<file path="src/dsfb_pkg.sv">
package dsfb_pkg;

	localparam int CLASS_COUNT = 80;
	localparam int FIFO_DEPTH = 4;
	localparam int FIFO_PTR_W = $clog2(FIFO_DEPTH);
	localparam int FIFO_CNT_W = $clog2(FIFO_DEPTH + 1);

	localparam logic [7:0] CLASS_LAST = 8'(CLASS_COUNT - 1);

	// configuration register indexes
	localparam logic [2:0] REG_MIN_SCORE       = 3'd0;
	localparam logic [2:0] REG_LIMIT_WIDTH     = 3'd1;
	localparam logic [2:0] REG_LIMIT_HEIGHT    = 3'd2;
	localparam logic [2:0] REG_SCALE_X         = 3'd3;
	localparam logic [2:0] REG_SCALE_Y         = 3'd4;

	localparam logic [15:0] RST_MIN_SCORE       = 16'd16384;
	localparam logic [14:0] RST_LIMIT           = 15'd10240;
	localparam logic [15:0] RST_SCALE           = 16'd256;

	// round half up before dropping to Q.4
	localparam logic [32:0] EDGE_RND   = 33'd256;
	localparam logic [31:0] EXTENT_RND = 32'd128;

	typedef struct packed {
		logic [15:0] min_score;
		logic [14:0] limit_width;
		logic [14:0] limit_height;
		logic [15:0] scale_x;
		logic [15:0] scale_y;
	} cfg_t;

	// one closed anchor that passed the threshold
	typedef struct packed {
		logic signed [15:0] center_x;
		logic signed [15:0] center_y;
		logic signed [15:0] box_w;
		logic signed [15:0] box_h;
		logic [7:0]         class_id;
		logic [15:0]        best_score;
		logic [15:0]        anchor_index;
	} det_rec_t;

endpackage

</file>
<file path="src/detection_score_filter_box_decode_top.sv">
// Detection score filter with box decode. Feed one class score per beat; the beats of
// one anchor are consecutive, and last_class (or the CLASS_COUNT-th beat) closes the
// anchor. The best score and its class are tracked as beats arrive, first maximum
// winning ties. When a closed anchor's best score reaches min_score, one result
// beat carries the corner box built from the closing beat's box fields (clamped to the
// limit extent, scaled by the Q8.8 factors, rounded and saturated), the class, the score
// and the anchor index. The input takes one beat per clock; it stalls only while the
// four-entry detection queue between the argmax front and the decode back is full.
// The decode back is a three-stage pipeline with the result register at its end.
// Configure registers only while the block is idle.
module detection_score_filter_box_decode_top (
	input  logic               clk,
	input  logic               arst_n,

	input  logic               psel,
	input  logic               penable,
	input  logic               pwrite,
	input  logic [4:0]         paddr,
	input  logic [31:0]        pwdata,
	output logic [31:0]        prdata,
	output logic               pready,

	input  logic               push,
	output logic               full,
	input  logic [15:0]        class_score,
	input  logic signed [15:0] center_x,
	input  logic signed [15:0] center_y,
	input  logic signed [15:0] box_w,
	input  logic signed [15:0] box_h,
	input  logic               last_class,
	input  logic               last_anchor,

	output logic               empty,
	input  logic               pop,
	output logic [15:0]        out_x1,
	output logic [15:0]        out_y1,
	output logic [15:0]        out_w,
	output logic [15:0]        out_h,
	output logic [7:0]         class_id,
	output logic [15:0]        best_score,
	output logic [15:0]        anchor_index
);

	dsfb_pkg::cfg_t     cfg_q;
	dsfb_pkg::det_rec_t push_rec;
	dsfb_pkg::det_rec_t pop_rec;
	logic               rec_push;
	logic               rec_full;
	logic               rec_pop;
	logic               rec_empty;
	logic               cfg_wr;
	logic [2:0]         reg_idx;

	assign pready  = 1'b1;
	assign cfg_wr  = psel && penable && pwrite && pready;
	assign reg_idx = paddr[4:2];

	always_ff @(posedge clk or negedge arst_n) begin
		if (!arst_n) begin
			cfg_q.min_score       <= dsfb_pkg::RST_MIN_SCORE;
			cfg_q.limit_width     <= dsfb_pkg::RST_LIMIT;
			cfg_q.limit_height    <= dsfb_pkg::RST_LIMIT;
			cfg_q.scale_x         <= dsfb_pkg::RST_SCALE;
			cfg_q.scale_y         <= dsfb_pkg::RST_SCALE;
		end else if (cfg_wr) begin
			unique case (reg_idx)
				dsfb_pkg::REG_MIN_SCORE:       cfg_q.min_score       <= pwdata[15:0];
				dsfb_pkg::REG_LIMIT_WIDTH:     cfg_q.limit_width     <= pwdata[14:0];
				dsfb_pkg::REG_LIMIT_HEIGHT:    cfg_q.limit_height    <= pwdata[14:0];
				dsfb_pkg::REG_SCALE_X:         cfg_q.scale_x         <= pwdata[15:0];
				dsfb_pkg::REG_SCALE_Y:         cfg_q.scale_y         <= pwdata[15:0];
				default: ;
			endcase
		end
	end

	always_comb begin
		unique case (reg_idx)
			dsfb_pkg::REG_MIN_SCORE:       prdata = {16'd0, cfg_q.min_score};
			dsfb_pkg::REG_LIMIT_WIDTH:     prdata = {17'd0, cfg_q.limit_width};
			dsfb_pkg::REG_LIMIT_HEIGHT:    prdata = {17'd0, cfg_q.limit_height};
			dsfb_pkg::REG_SCALE_X:         prdata = {16'd0, cfg_q.scale_x};
			dsfb_pkg::REG_SCALE_Y:         prdata = {16'd0, cfg_q.scale_y};
			default:                       prdata = '0;
		endcase
	end

	dsfb_front u_front (
		.clk         (clk),
		.arst_n      (arst_n),
		.cfg         (cfg_q),
		.push        (push),
		.full        (full),
		.class_score (class_score),
		.center_x    (center_x),
		.center_y    (center_y),
		.box_w       (box_w),
		.box_h       (box_h),
		.last_class  (last_class),
		.last_anchor (last_anchor),
		.rec_push    (rec_push),
		.rec         (push_rec),
		.rec_full    (rec_full)
	);

	dsfb_fifo u_fifo (
		.clk    (clk),
		.arst_n (arst_n),
		.push   (rec_push),
		.wdata  (push_rec),
		.full   (rec_full),
		.pop    (rec_pop),
		.rdata  (pop_rec),
		.empty  (rec_empty)
	);

	dsfb_back u_back (
		.clk          (clk),
		.arst_n       (arst_n),
		.cfg          (cfg_q),
		.rec          (pop_rec),
		.rec_empty    (rec_empty),
		.rec_pop      (rec_pop),
		.empty        (empty),
		.pop          (pop),
		.out_x1       (out_x1),
		.out_y1       (out_y1),
		.out_w        (out_w),
		.out_h        (out_h),
		.class_id     (class_id),
		.best_score   (best_score),
		.anchor_index (anchor_index)
	);

endmodule

</file>
<file path="src/dsfb_front.sv">
module dsfb_front (
	input  logic                clk,
	input  logic                arst_n,
	input  dsfb_pkg::cfg_t      cfg,
	input  logic                push,
	output logic                full,
	input  logic [15:0]         class_score,
	input  logic signed [15:0]  center_x,
	input  logic signed [15:0]  center_y,
	input  logic signed [15:0]  box_w,
	input  logic signed [15:0]  box_h,
	input  logic                last_class,
	input  logic                last_anchor,
	output logic                rec_push,
	output dsfb_pkg::det_rec_t  rec,
	input  logic                rec_full
);

	logic [15:0] running_max_q;
	logic [7:0]  running_class_q;
	logic [7:0]  class_counter_q;
	logic [15:0] anchor_counter_q;

	logic        accept;
	logic        take_new;
	logic [15:0] new_max;
	logic [7:0]  new_class;
	logic        close;

	assign full   = rec_full;
	assign accept = push && !rec_full;

	// first class of an anchor always takes over; later ones only on a strict gain
	assign take_new  = (class_counter_q == 8'd0) || (class_score > running_max_q);
	assign new_max   = take_new ? class_score : running_max_q;
	assign new_class = take_new ? class_counter_q : running_class_q;
	assign close     = last_class || (class_counter_q >= dsfb_pkg::CLASS_LAST);

	assign rec_push = accept && close && (new_max >= cfg.min_score);

	always_comb begin
		rec.center_x     = center_x;
		rec.center_y     = center_y;
		rec.box_w        = box_w;
		rec.box_h        = box_h;
		rec.class_id     = new_class;
		rec.best_score   = new_max;
		rec.anchor_index = anchor_counter_q;
	end

	always_ff @(posedge clk or negedge arst_n) begin
		if (!arst_n) begin
			running_max_q    <= '0;
			running_class_q  <= '0;
			class_counter_q  <= '0;
			anchor_counter_q <= '0;
		end else if (accept) begin
			if (close) begin
				running_max_q    <= '0;
				running_class_q  <= '0;
				class_counter_q  <= '0;
				anchor_counter_q <= last_anchor ? 16'd0 : anchor_counter_q + 16'd1;
			end else begin
				running_max_q   <= new_max;
				running_class_q <= new_class;
				class_counter_q <= class_counter_q + 8'd1;
			end
		end
	end

endmodule

</file>
<file path="src/dsfb_fifo.sv">
module dsfb_fifo (
	input  logic               clk,
	input  logic               arst_n,
	input  logic               push,
	input  dsfb_pkg::det_rec_t wdata,
	output logic               full,
	input  logic               pop,
	output dsfb_pkg::det_rec_t rdata,
	output logic               empty
);

	dsfb_pkg::det_rec_t                 mem_q [dsfb_pkg::FIFO_DEPTH];
	logic [dsfb_pkg::FIFO_PTR_W-1:0]    wr_ptr_q;
	logic [dsfb_pkg::FIFO_PTR_W-1:0]    rd_ptr_q;
	logic [dsfb_pkg::FIFO_CNT_W-1:0]    count_q;
	logic                               do_push;
	logic                               do_pop;

	assign full    = (count_q == dsfb_pkg::FIFO_CNT_W'(dsfb_pkg::FIFO_DEPTH));
	assign empty   = (count_q == '0);
	assign do_push = push && !full;
	assign do_pop  = pop && !empty;
	assign rdata   = mem_q[rd_ptr_q];

	always_ff @(posedge clk) begin
		if (do_push) begin
			mem_q[wr_ptr_q] <= wdata;
		end
	end

	always_ff @(posedge clk or negedge arst_n) begin
		if (!arst_n) begin
			wr_ptr_q <= '0;
			rd_ptr_q <= '0;
			count_q  <= '0;
		end else begin
			if (do_push) begin
				wr_ptr_q <= wr_ptr_q + dsfb_pkg::FIFO_PTR_W'(1);
			end
			if (do_pop) begin
				rd_ptr_q <= rd_ptr_q + dsfb_pkg::FIFO_PTR_W'(1);
			end
			unique case ({do_push, do_pop})
				2'b10:   count_q <= count_q + dsfb_pkg::FIFO_CNT_W'(1);
				2'b01:   count_q <= count_q - dsfb_pkg::FIFO_CNT_W'(1);
				default: count_q <= count_q;
			endcase
		end
	end

endmodule

</file>
<file path="src/dsfb_back.sv">
module dsfb_back (
	input  logic               clk,
	input  logic               arst_n,
	input  dsfb_pkg::cfg_t     cfg,
	input  dsfb_pkg::det_rec_t rec,
	input  logic               rec_empty,
	output logic               rec_pop,
	output logic               empty,
	input  logic               pop,
	output logic [15:0]        out_x1,
	output logic [15:0]        out_y1,
	output logic [15:0]        out_w,
	output logic [15:0]        out_h,
	output logic [7:0]         class_id,
	output logic [15:0]        best_score,
	output logic [15:0]        anchor_index
);

	logic advance;

	// stage 1: clamped corner (Q.5) and size (Q.4)
	logic        v_s1;
	logic [15:0] x_s1, y_s1;
	logic [14:0] w_s1, h_s1;
	logic [7:0]  cls_s1;
	logic [15:0] score_s1, anchor_s1;

	// stage 2: raw products
	logic        v_s2;
	logic [31:0] px_s2, py_s2;
	logic [30:0] pw_s2, ph_s2;
	logic [7:0]  cls_s2;
	logic [15:0] score_s2, anchor_s2;

	// stage 3: rounded, saturated result
	logic        v_s3;

	logic signed [17:0] dx, dy;
	logic [15:0]        hx, hy;
	logic [15:0]        x_c, y_c;
	logic [14:0]        w_c, h_c;
	logic [32:0]        sx, sy;
	logic [31:0]        sw, sh;

	// whole pipeline holds while the result waits for a pop
	assign advance = !v_s3 || pop;
	assign rec_pop = advance && !rec_empty;
	assign empty   = !v_s3;

	function automatic logic [15:0] clamp_edge(logic signed [17:0] d, logic [15:0] hi);
		logic [15:0] r;
		if (d < 0) begin
			r = '0;
		end else if (d > $signed({2'b00, hi})) begin
			r = hi;
		end else begin
			r = d[15:0];
		end
		return r;
	endfunction

	function automatic logic [14:0] clamp_size(logic signed [15:0] s, logic [14:0] hi);
		logic [14:0] r;
		if (s < 0) begin
			r = '0;
		end else if (s > $signed({1'b0, hi})) begin
			r = hi;
		end else begin
			r = s[14:0];
		end
		return r;
	endfunction

	function automatic logic [15:0] sat16(logic [23:0] v);
		return (|v[23:16]) ? 16'hFFFF : v[15:0];
	endfunction

	always_comb begin
		dx  = 18'(rec.center_x) * 18'sd2 - 18'(rec.box_w);
		dy  = 18'(rec.center_y) * 18'sd2 - 18'(rec.box_h);
		hx  = {cfg.limit_width, 1'b0};
		hy  = {cfg.limit_height, 1'b0};
		x_c = clamp_edge(dx, hx);
		y_c = clamp_edge(dy, hy);
		w_c = clamp_size(rec.box_w, cfg.limit_width);
		h_c = clamp_size(rec.box_h, cfg.limit_height);
		sx  = {1'b0, px_s2} + dsfb_pkg::EDGE_RND;
		sy  = {1'b0, py_s2} + dsfb_pkg::EDGE_RND;
		sw  = {1'b0, pw_s2} + dsfb_pkg::EXTENT_RND;
		sh  = {1'b0, ph_s2} + dsfb_pkg::EXTENT_RND;
	end

	always_ff @(posedge clk or negedge arst_n) begin
		if (!arst_n) begin
			v_s1 <= 1'b0;
			v_s2 <= 1'b0;
			v_s3 <= 1'b0;
		end else if (advance) begin
			v_s1 <= !rec_empty;
			v_s2 <= v_s1;
			v_s3 <= v_s2;
		end
	end

	always_ff @(posedge clk) begin
		if (advance) begin
			x_s1      <= x_c;
			y_s1      <= y_c;
			w_s1      <= w_c;
			h_s1      <= h_c;
			cls_s1    <= rec.class_id;
			score_s1  <= rec.best_score;
			anchor_s1 <= rec.anchor_index;

			px_s2     <= 32'(x_s1) * 32'(cfg.scale_x);
			py_s2     <= 32'(y_s1) * 32'(cfg.scale_y);
			pw_s2     <= 31'(w_s1) * 31'(cfg.scale_x);
			ph_s2     <= 31'(h_s1) * 31'(cfg.scale_y);
			cls_s2    <= cls_s1;
			score_s2  <= score_s1;
			anchor_s2 <= anchor_s1;

			out_x1       <= sat16(sx[32:9]);
			out_y1       <= sat16(sy[32:9]);
			out_w        <= sat16(sw[31:8]);
			out_h        <= sat16(sh[31:8]);
			class_id     <= cls_s2;
			best_score   <= score_s2;
			anchor_index <= anchor_s2;
		end
	end

endmodule
</file>
<file path="config.mk">
export PLATFORM = sky130hd
export DESIGN_NAME = detection_score_filter_box_decode_top
export DESIGN_NICKNAME = d
export VERILOG_FILES = /design/src/dsfb_pkg.sv /design/src/detection_score_filter_box_decode_top.sv /design/src/dsfb_front.sv /design/src/dsfb_fifo.sv /design/src/dsfb_back.sv
export SDC_FILE = /design/constraint.sdc
export NUM_CORES = 2
export LEC_CHECK = 0
export ABC_AREA = 0
export BUFFER_PORTS_ARGS = -buffer_cell sky130_fd_sc_hd__buf_4
export CAP_MARGIN = 30
export CORE_MARGIN = 2
export CORE_UTILIZATION = 45
export DETAILED_ROUTE_END_ITERATION = 10
export HOLD_SLACK_MARGIN = 0.02
export PLACE_DENSITY = 0.72
export SYNTH_ARGS = -nofsm -noshare
export SYNTH_HDL_FRONTEND = slang
export SYNTH_HIERARCHICAL = 1
export SYNTH_SLANG_ARGS = --single-unit
</file>
<file path="constraint.sdc">
create_clock -name clk -period 9.75 [get_ports clk]
set_input_delay 0.4875 -clock clk [delete_from_list [all_inputs] [get_ports clk]]
set_output_delay 0.4875 -clock clk [all_outputs]
set_load 0.005 [all_outputs]
</file>
Word level (Yosys, flattened, before mapping)
Memory sizes are Yosys's and may differ from the RTL's.
Index checks and enable logic that the tools add are counted.
{ "op_classes": {"reduce_logical": 30, "n_mux": 14, "mul": 4, "n_lt_le_gt_ge": 11, "eq_ne": 7, "add_sub_neg": 12} }
{ "op_table": {"columns": ["operator", "count"], "rows": [
  ["$mux W16", 5],
  ["$pmux W16 S5", 1],
  ["$add A32 B9 Y33 const B", 2],
  ["$add A31 B8 Y32 const B", 2],
  ["$mul A16 B16 Y32", 2],
  ["$mul A15 B16 Y31", 2],
  ["$gt A16 B16 Y1", 3],
  ["$gt A18 B17 Y1", 2],
  ["$lt A18 B1 Y1 const B", 2],
  ["$sub A17 B16 Y18", 2],
  ["$lt A16 B1 Y1 const B", 2],
  ["$reduce_or A8 Y1", 4],
  ["$mux W15", 2],
  ["$mux W8", 3],
  ["$add A16 B1 Y16 const B", 1],
  ["$ge A16 B16 Y1", 1],
  ["$reduce_and A2 Y1", 6],
  ["$add A8 B1 Y8 const B", 1],
  ["$ge A8 B7 Y1 const B", 1],
  ["$logic_and A1 B1 Y1", 8],
  ["$logic_not A8 Y1", 1],
  ["$eq A3 B2 Y1 const B", 2],
  ["$eq A3 B3 Y1 const B", 2],
  ["$logic_not A3 Y1", 2],
  ["other kinds (12)", 19]
]} }
{ "totals": {"out_inout_bits": 139, "memories": 1, "ramBits": 416, "reg_bits": 508} }
{ "memory_table": {"columns": ["name", "words", "word_bits", "read_ports", "rd_ports_with_merged_regs", "wr", "line_no", "source"], "rows": [
  ["u_fifo.mem_q", 4, 104, 1, 0, 1, "dsfb_fifo.sv:12", "dsfb_pkg::det_rec_t mem_q [dsfb_pkg::FIFO_DEPTH];"]
]} }

Depth between registers and ports, before layout
{ "logic_depth": {"ltp_word": 8, "mapped_depth": 25} }

Hierarchy
The synthesis kept the hierarchy.
{ "by_module_without_submodules": {"columns": ["module", "cells_each", "instances", "area_each_um2"], "rows": [
  ["dsfb_back", 4741, 1, 47311.6],
  ["dsfb_fifo", 581, 1, 15418.5],
  ["detection_score_filter_box_decode_top", 269, 1, 3746.1],
  ["dsfb_front", 430, 1, 3732.3]
]} }

Least setup slack after synthesis
OpenSTA, ideal clock, no wires.
{ "synth_path": {"path_kind": "input port to flip-flop", "startpoint": "in pop", "endpoint": "reg u_back.anchor_index[0] (enable)", "cell_stages": 2, "required_ps": 9058, "arrival_time_ps": 7168, "setup_slack_ps": 1889, "setup_time_ps": 692, "path_cell_list": "nor2_1 inv_1"} }
{ "synth_via": {"elab_chain_cells": 1} }
{ "synth_lines": {"columns": ["item", "line_no", "source"], "rows": [
  ["start: declaration", "detection_score_filter_box_decode_top.sv:34", "input logic pop,"],
  ["$logic_or A1 B1 Y1", "dsfb_back.sv:46", "assign advance = !v_s3 || pop;"],
  ["end signal: assignment", "dsfb_back.sv:129", "anchor_index <= anchor_s2;"],
  ["end: declaration", "dsfb_back.sv:16", "output logic [15:0] anchor_index"]
]} }
Every way passes these cells.
A chain may end at the register's enable or synchronous reset.

==> results.py <==
metrics = {
    "detailed_routing": {
        "vias": 44300,
        "antenna_left": 0,
        "drtIter0Drc": 2918,
        "drt-wirelength-per-cell_um": 19.2,
        "vias_per_cell": 5.33,
        "drc": 0,
        "dr.pass1.iters": 7,
        "wl_um": 160000,
    },
    "floorplanning": {
        "pin_count": 265,
        "die_w_um": 399,
        "die-area_um2": 159000,
        "rows": 144,
        "core_area_um2": 155000,
        "die_y_um": 399,
        "initial_core_util": 0.454,
    },
    "sta": {
        "drv_slew": 0,
        "fin_crit_ns": 7.27,
        "fin_crit_sh": 0.746,
        "max_freq_mhz": 138,
        "hold_viol": 0,
        "finClkSkew_ns": 0.0507,
        "rsz0062_at_grt": "no",
        "setup_viol": 0,
        "fin_tns_setup_ns": 0,
        "maxSlewHeadroom": 0.255,
        "tightest_slew_ns": 1.11,
    },
    "synthesis": {
        "synth_cell_type_count": 106,
        "async_flop_share": 0.152,
        "ys.flop_type": "edfxtp_1",
        "synth_cells": 6021,
        "synth.area.top_cells": "edfxtp_1, fa_1, ha_1, inv_1, and2_1",
        "synth_seq_cells": 894,
        "yosys.area.top_type_share": 0.324,
        "synth.avg_cell_area_um2": 11.7,
        "syn-cell-area_um2": 70200,
        "synth-warning-count": 6,
        "synth.largest_area_cell": "edfxtp_1",
        "ys_seq_area_frac": 0.373,
        "synth_edf_count": 758,
    },
    "cts": {
        "numCtsBuffers": 88,
        "cts_tree": "yes",
        "postCtsSetupBuffers": 0,
        "root_buffer": "clkbuf_16",
        "cts_sinks": 894,
        "cts_max_path_buffers": 3,
        "clk_latency_ns": 0.71,
        "ctsHtreeMaxLevel": 3,
        "cts_resized": 0,
        "clkTransAtPathRegs_ns": 0.08,
    },
    "final_layout": {
        "area_growth_pct": 10.0,
        "drive_above_1_share": 0.112,
        "layout_commonest_cell": "inv_1",
        "fillers": 13400,
        "fin_nets": 7578,
        "mostFrequentLayoutCells": "inv_1, edfxtp_1, fa_1",
    },
    "placement": {
        "port_buffers": 229,
        "dp_hpwl_um": 115000,
        "gp_congestion": 0.904,
    },
    "hold_path": {
        "hold_depth": 2,
        "hp-class": "primary input to flop",
    },
    "global_routing": {
        "first_global_vias": 47000,
        "antenna_found_initial": 24,
        "track_usage": 0.204,
        "grt_max_degree": 114,
        "grt_pass1_wl_um": 256000,
        "grt-ovfl-total": 0,
    },
    "critical_path": {
        "cp-endpoint": "u_fifo/mem_q[0][59]",
        "regToRegEndpoint": "u_fifo/mem_q[0][59]",
        "setup.worst_path.start": "class_score[15]",
        "r2r_cells": 17,
        "path_max_fanout": 48,
        "r2r_slack_ns": 2.56,
        "critPathRequiredTime_ns": 10.07,
        "crit_arrival_ns": 7.59,
        "r2r-start": "u_front/running_max_q[15]",
        "critPathLaunchType": "primary input",
        "crit_type": "primary input to flop",
        "end_kind": "flop",
    },
    "job": {
        "maxCapViolations": 0,
    },
    "outcome": {
        "status": "completed",
    },
}
==> worst min-delay path by stage <==
stage	endpoint	startpoint	slack [ns]
after floorplan	cfg_q[0]	arst_n	0.19
after global placement	u_back/score_s2[0]	u_back/score_s1[0]	0.40
after detailed placement	u_back/anchor_index[14]	u_back/anchor_s2[14]	0.40
after CTS	cfg_q[0]	pwdata[0]	0.03
after global routing	cfg_q[21]	pwdata[5]	0.06
final	cfg_q[14]	pwdata[14]	0.09
==> routing by layer <==
layer	GRT usage	routed length, um	vias to the layer above
met5	0	172	-
li1	-	-	20000
met1	0.271	67100	22500
met3	0.0424	12100	272
met4	0.0702	4740	28
met2	0.332	75500	1426
==> cell type report <==
class / instances / area [um^2] / area share
well taps: 2044 / 2560 / 0.0331
repair buffers: 377 / 3160 / 0.0409
inverters: 984 / 3700 / 0.0479
clock inverters: 63 / 639 / 0.00828
diodes: 11 / 27.5 / 0.000356
clock buffers: 102 / 2270 / 0.0294
flip-flops and latches: 894 / 26200 / 0.339
multi-input cells: 3838 / 38700 / 0.501
==> Yosys cell counts (all sizes together) (6+ instances only) <==
cell type,instances
nand4,33
buf,140
nor3,38
nor2b,27
o211ai,12
nand2,655
clkbuf,180
mux2,101
a32o,15
xor2,82
and4,9
a31oi,17
o21a,29
a21o,48
a32oi,15
mux2i,19
a211oi,26
or3,10
mux4,104
nor3b,6
inv,983
or2,6
nor2,127
nand2b,21
fa,747
o21bai,14
nor4,7
and3,35
dfrtp,129
o21ai,148
ha,522
dfstp,7
and2,519
a22o,23
a21oi,118
a22oi,14
o31ai,10
nand3,86
edfxtp,758
xnor2,115
==> repair_timing <==
item                                   CTS  global route
setup endpoints to repair                0             0
endpoints found under the hold margin  356             0
hold buffers                            92             0
==> sequential cells by signal (all words and copies together), names as in the netlist, 24 cells and up <==
register      count
cfg_q            78
u_back/ph_s2     24
u_back/pw_s2     24
u_back/px_s2     24
u_back/py_s2     24
u_fifo/mem_q    416
==> cells by family (layout without fill, tap and decap cells) <==
kind of cell	Yosys count	after routing	share of synthesized area
compound gates	541	541	0.0531
xor+xnor	197	197	0.0246
fa+ha+maj	1269	1269	0.306
buf+inv	1304	1526	0.0769
flops	894	894	0.373
mux	224	224	0.0528
other cells	2	28	0.000107
simple gates	1590	1590	0.114
==> worst max-delay path: stages <==
cell and delay, ns:
dlygate4sd3_1 0.54, buf_4 0.15, ha_1 0.32, nand4_1 0.22, nor4_1 0.61, a21boi_1 0.24
o31a_2 0.55, nand2b_1 0.73, o21ai_0 0.44, ha_1 0.43, a211o_1 0.15, o211ai_1 0.12
a211oi_1 0.25, o21ai_0 0.12, a21oi_1 0.22, nor2b_1 0.54, and2_4 0.77, buf_4 0.66
==> through the flow <==
| stage | std cells | hold WS, ns | instance area (um^2) | utilization | worst slack, ns |
|---|---|---|---|---|---|
| finish | 8313 | 0.0927 | 77200 | 0.500 | 2.48 |
| CTS | 8299 | 0.0294 | 77100 | 0.499 | 2.69 |
| global placement | 8039 | 0.402 | 73300 | 0.474 | 2.75 |
| global route | 8308 | 0.0647 | 77200 | 0.500 | 2.09 |
| floorplan | 6036 | 0.192 | 70300 | - | 1.89 |
| detailed placement | 8042 | 0.405 | 73300 | 0.474 | 2.56 |
Power is not shown: default switching activity piles up to over one toggle a cycle in this logic, so the estimate is an artifact.
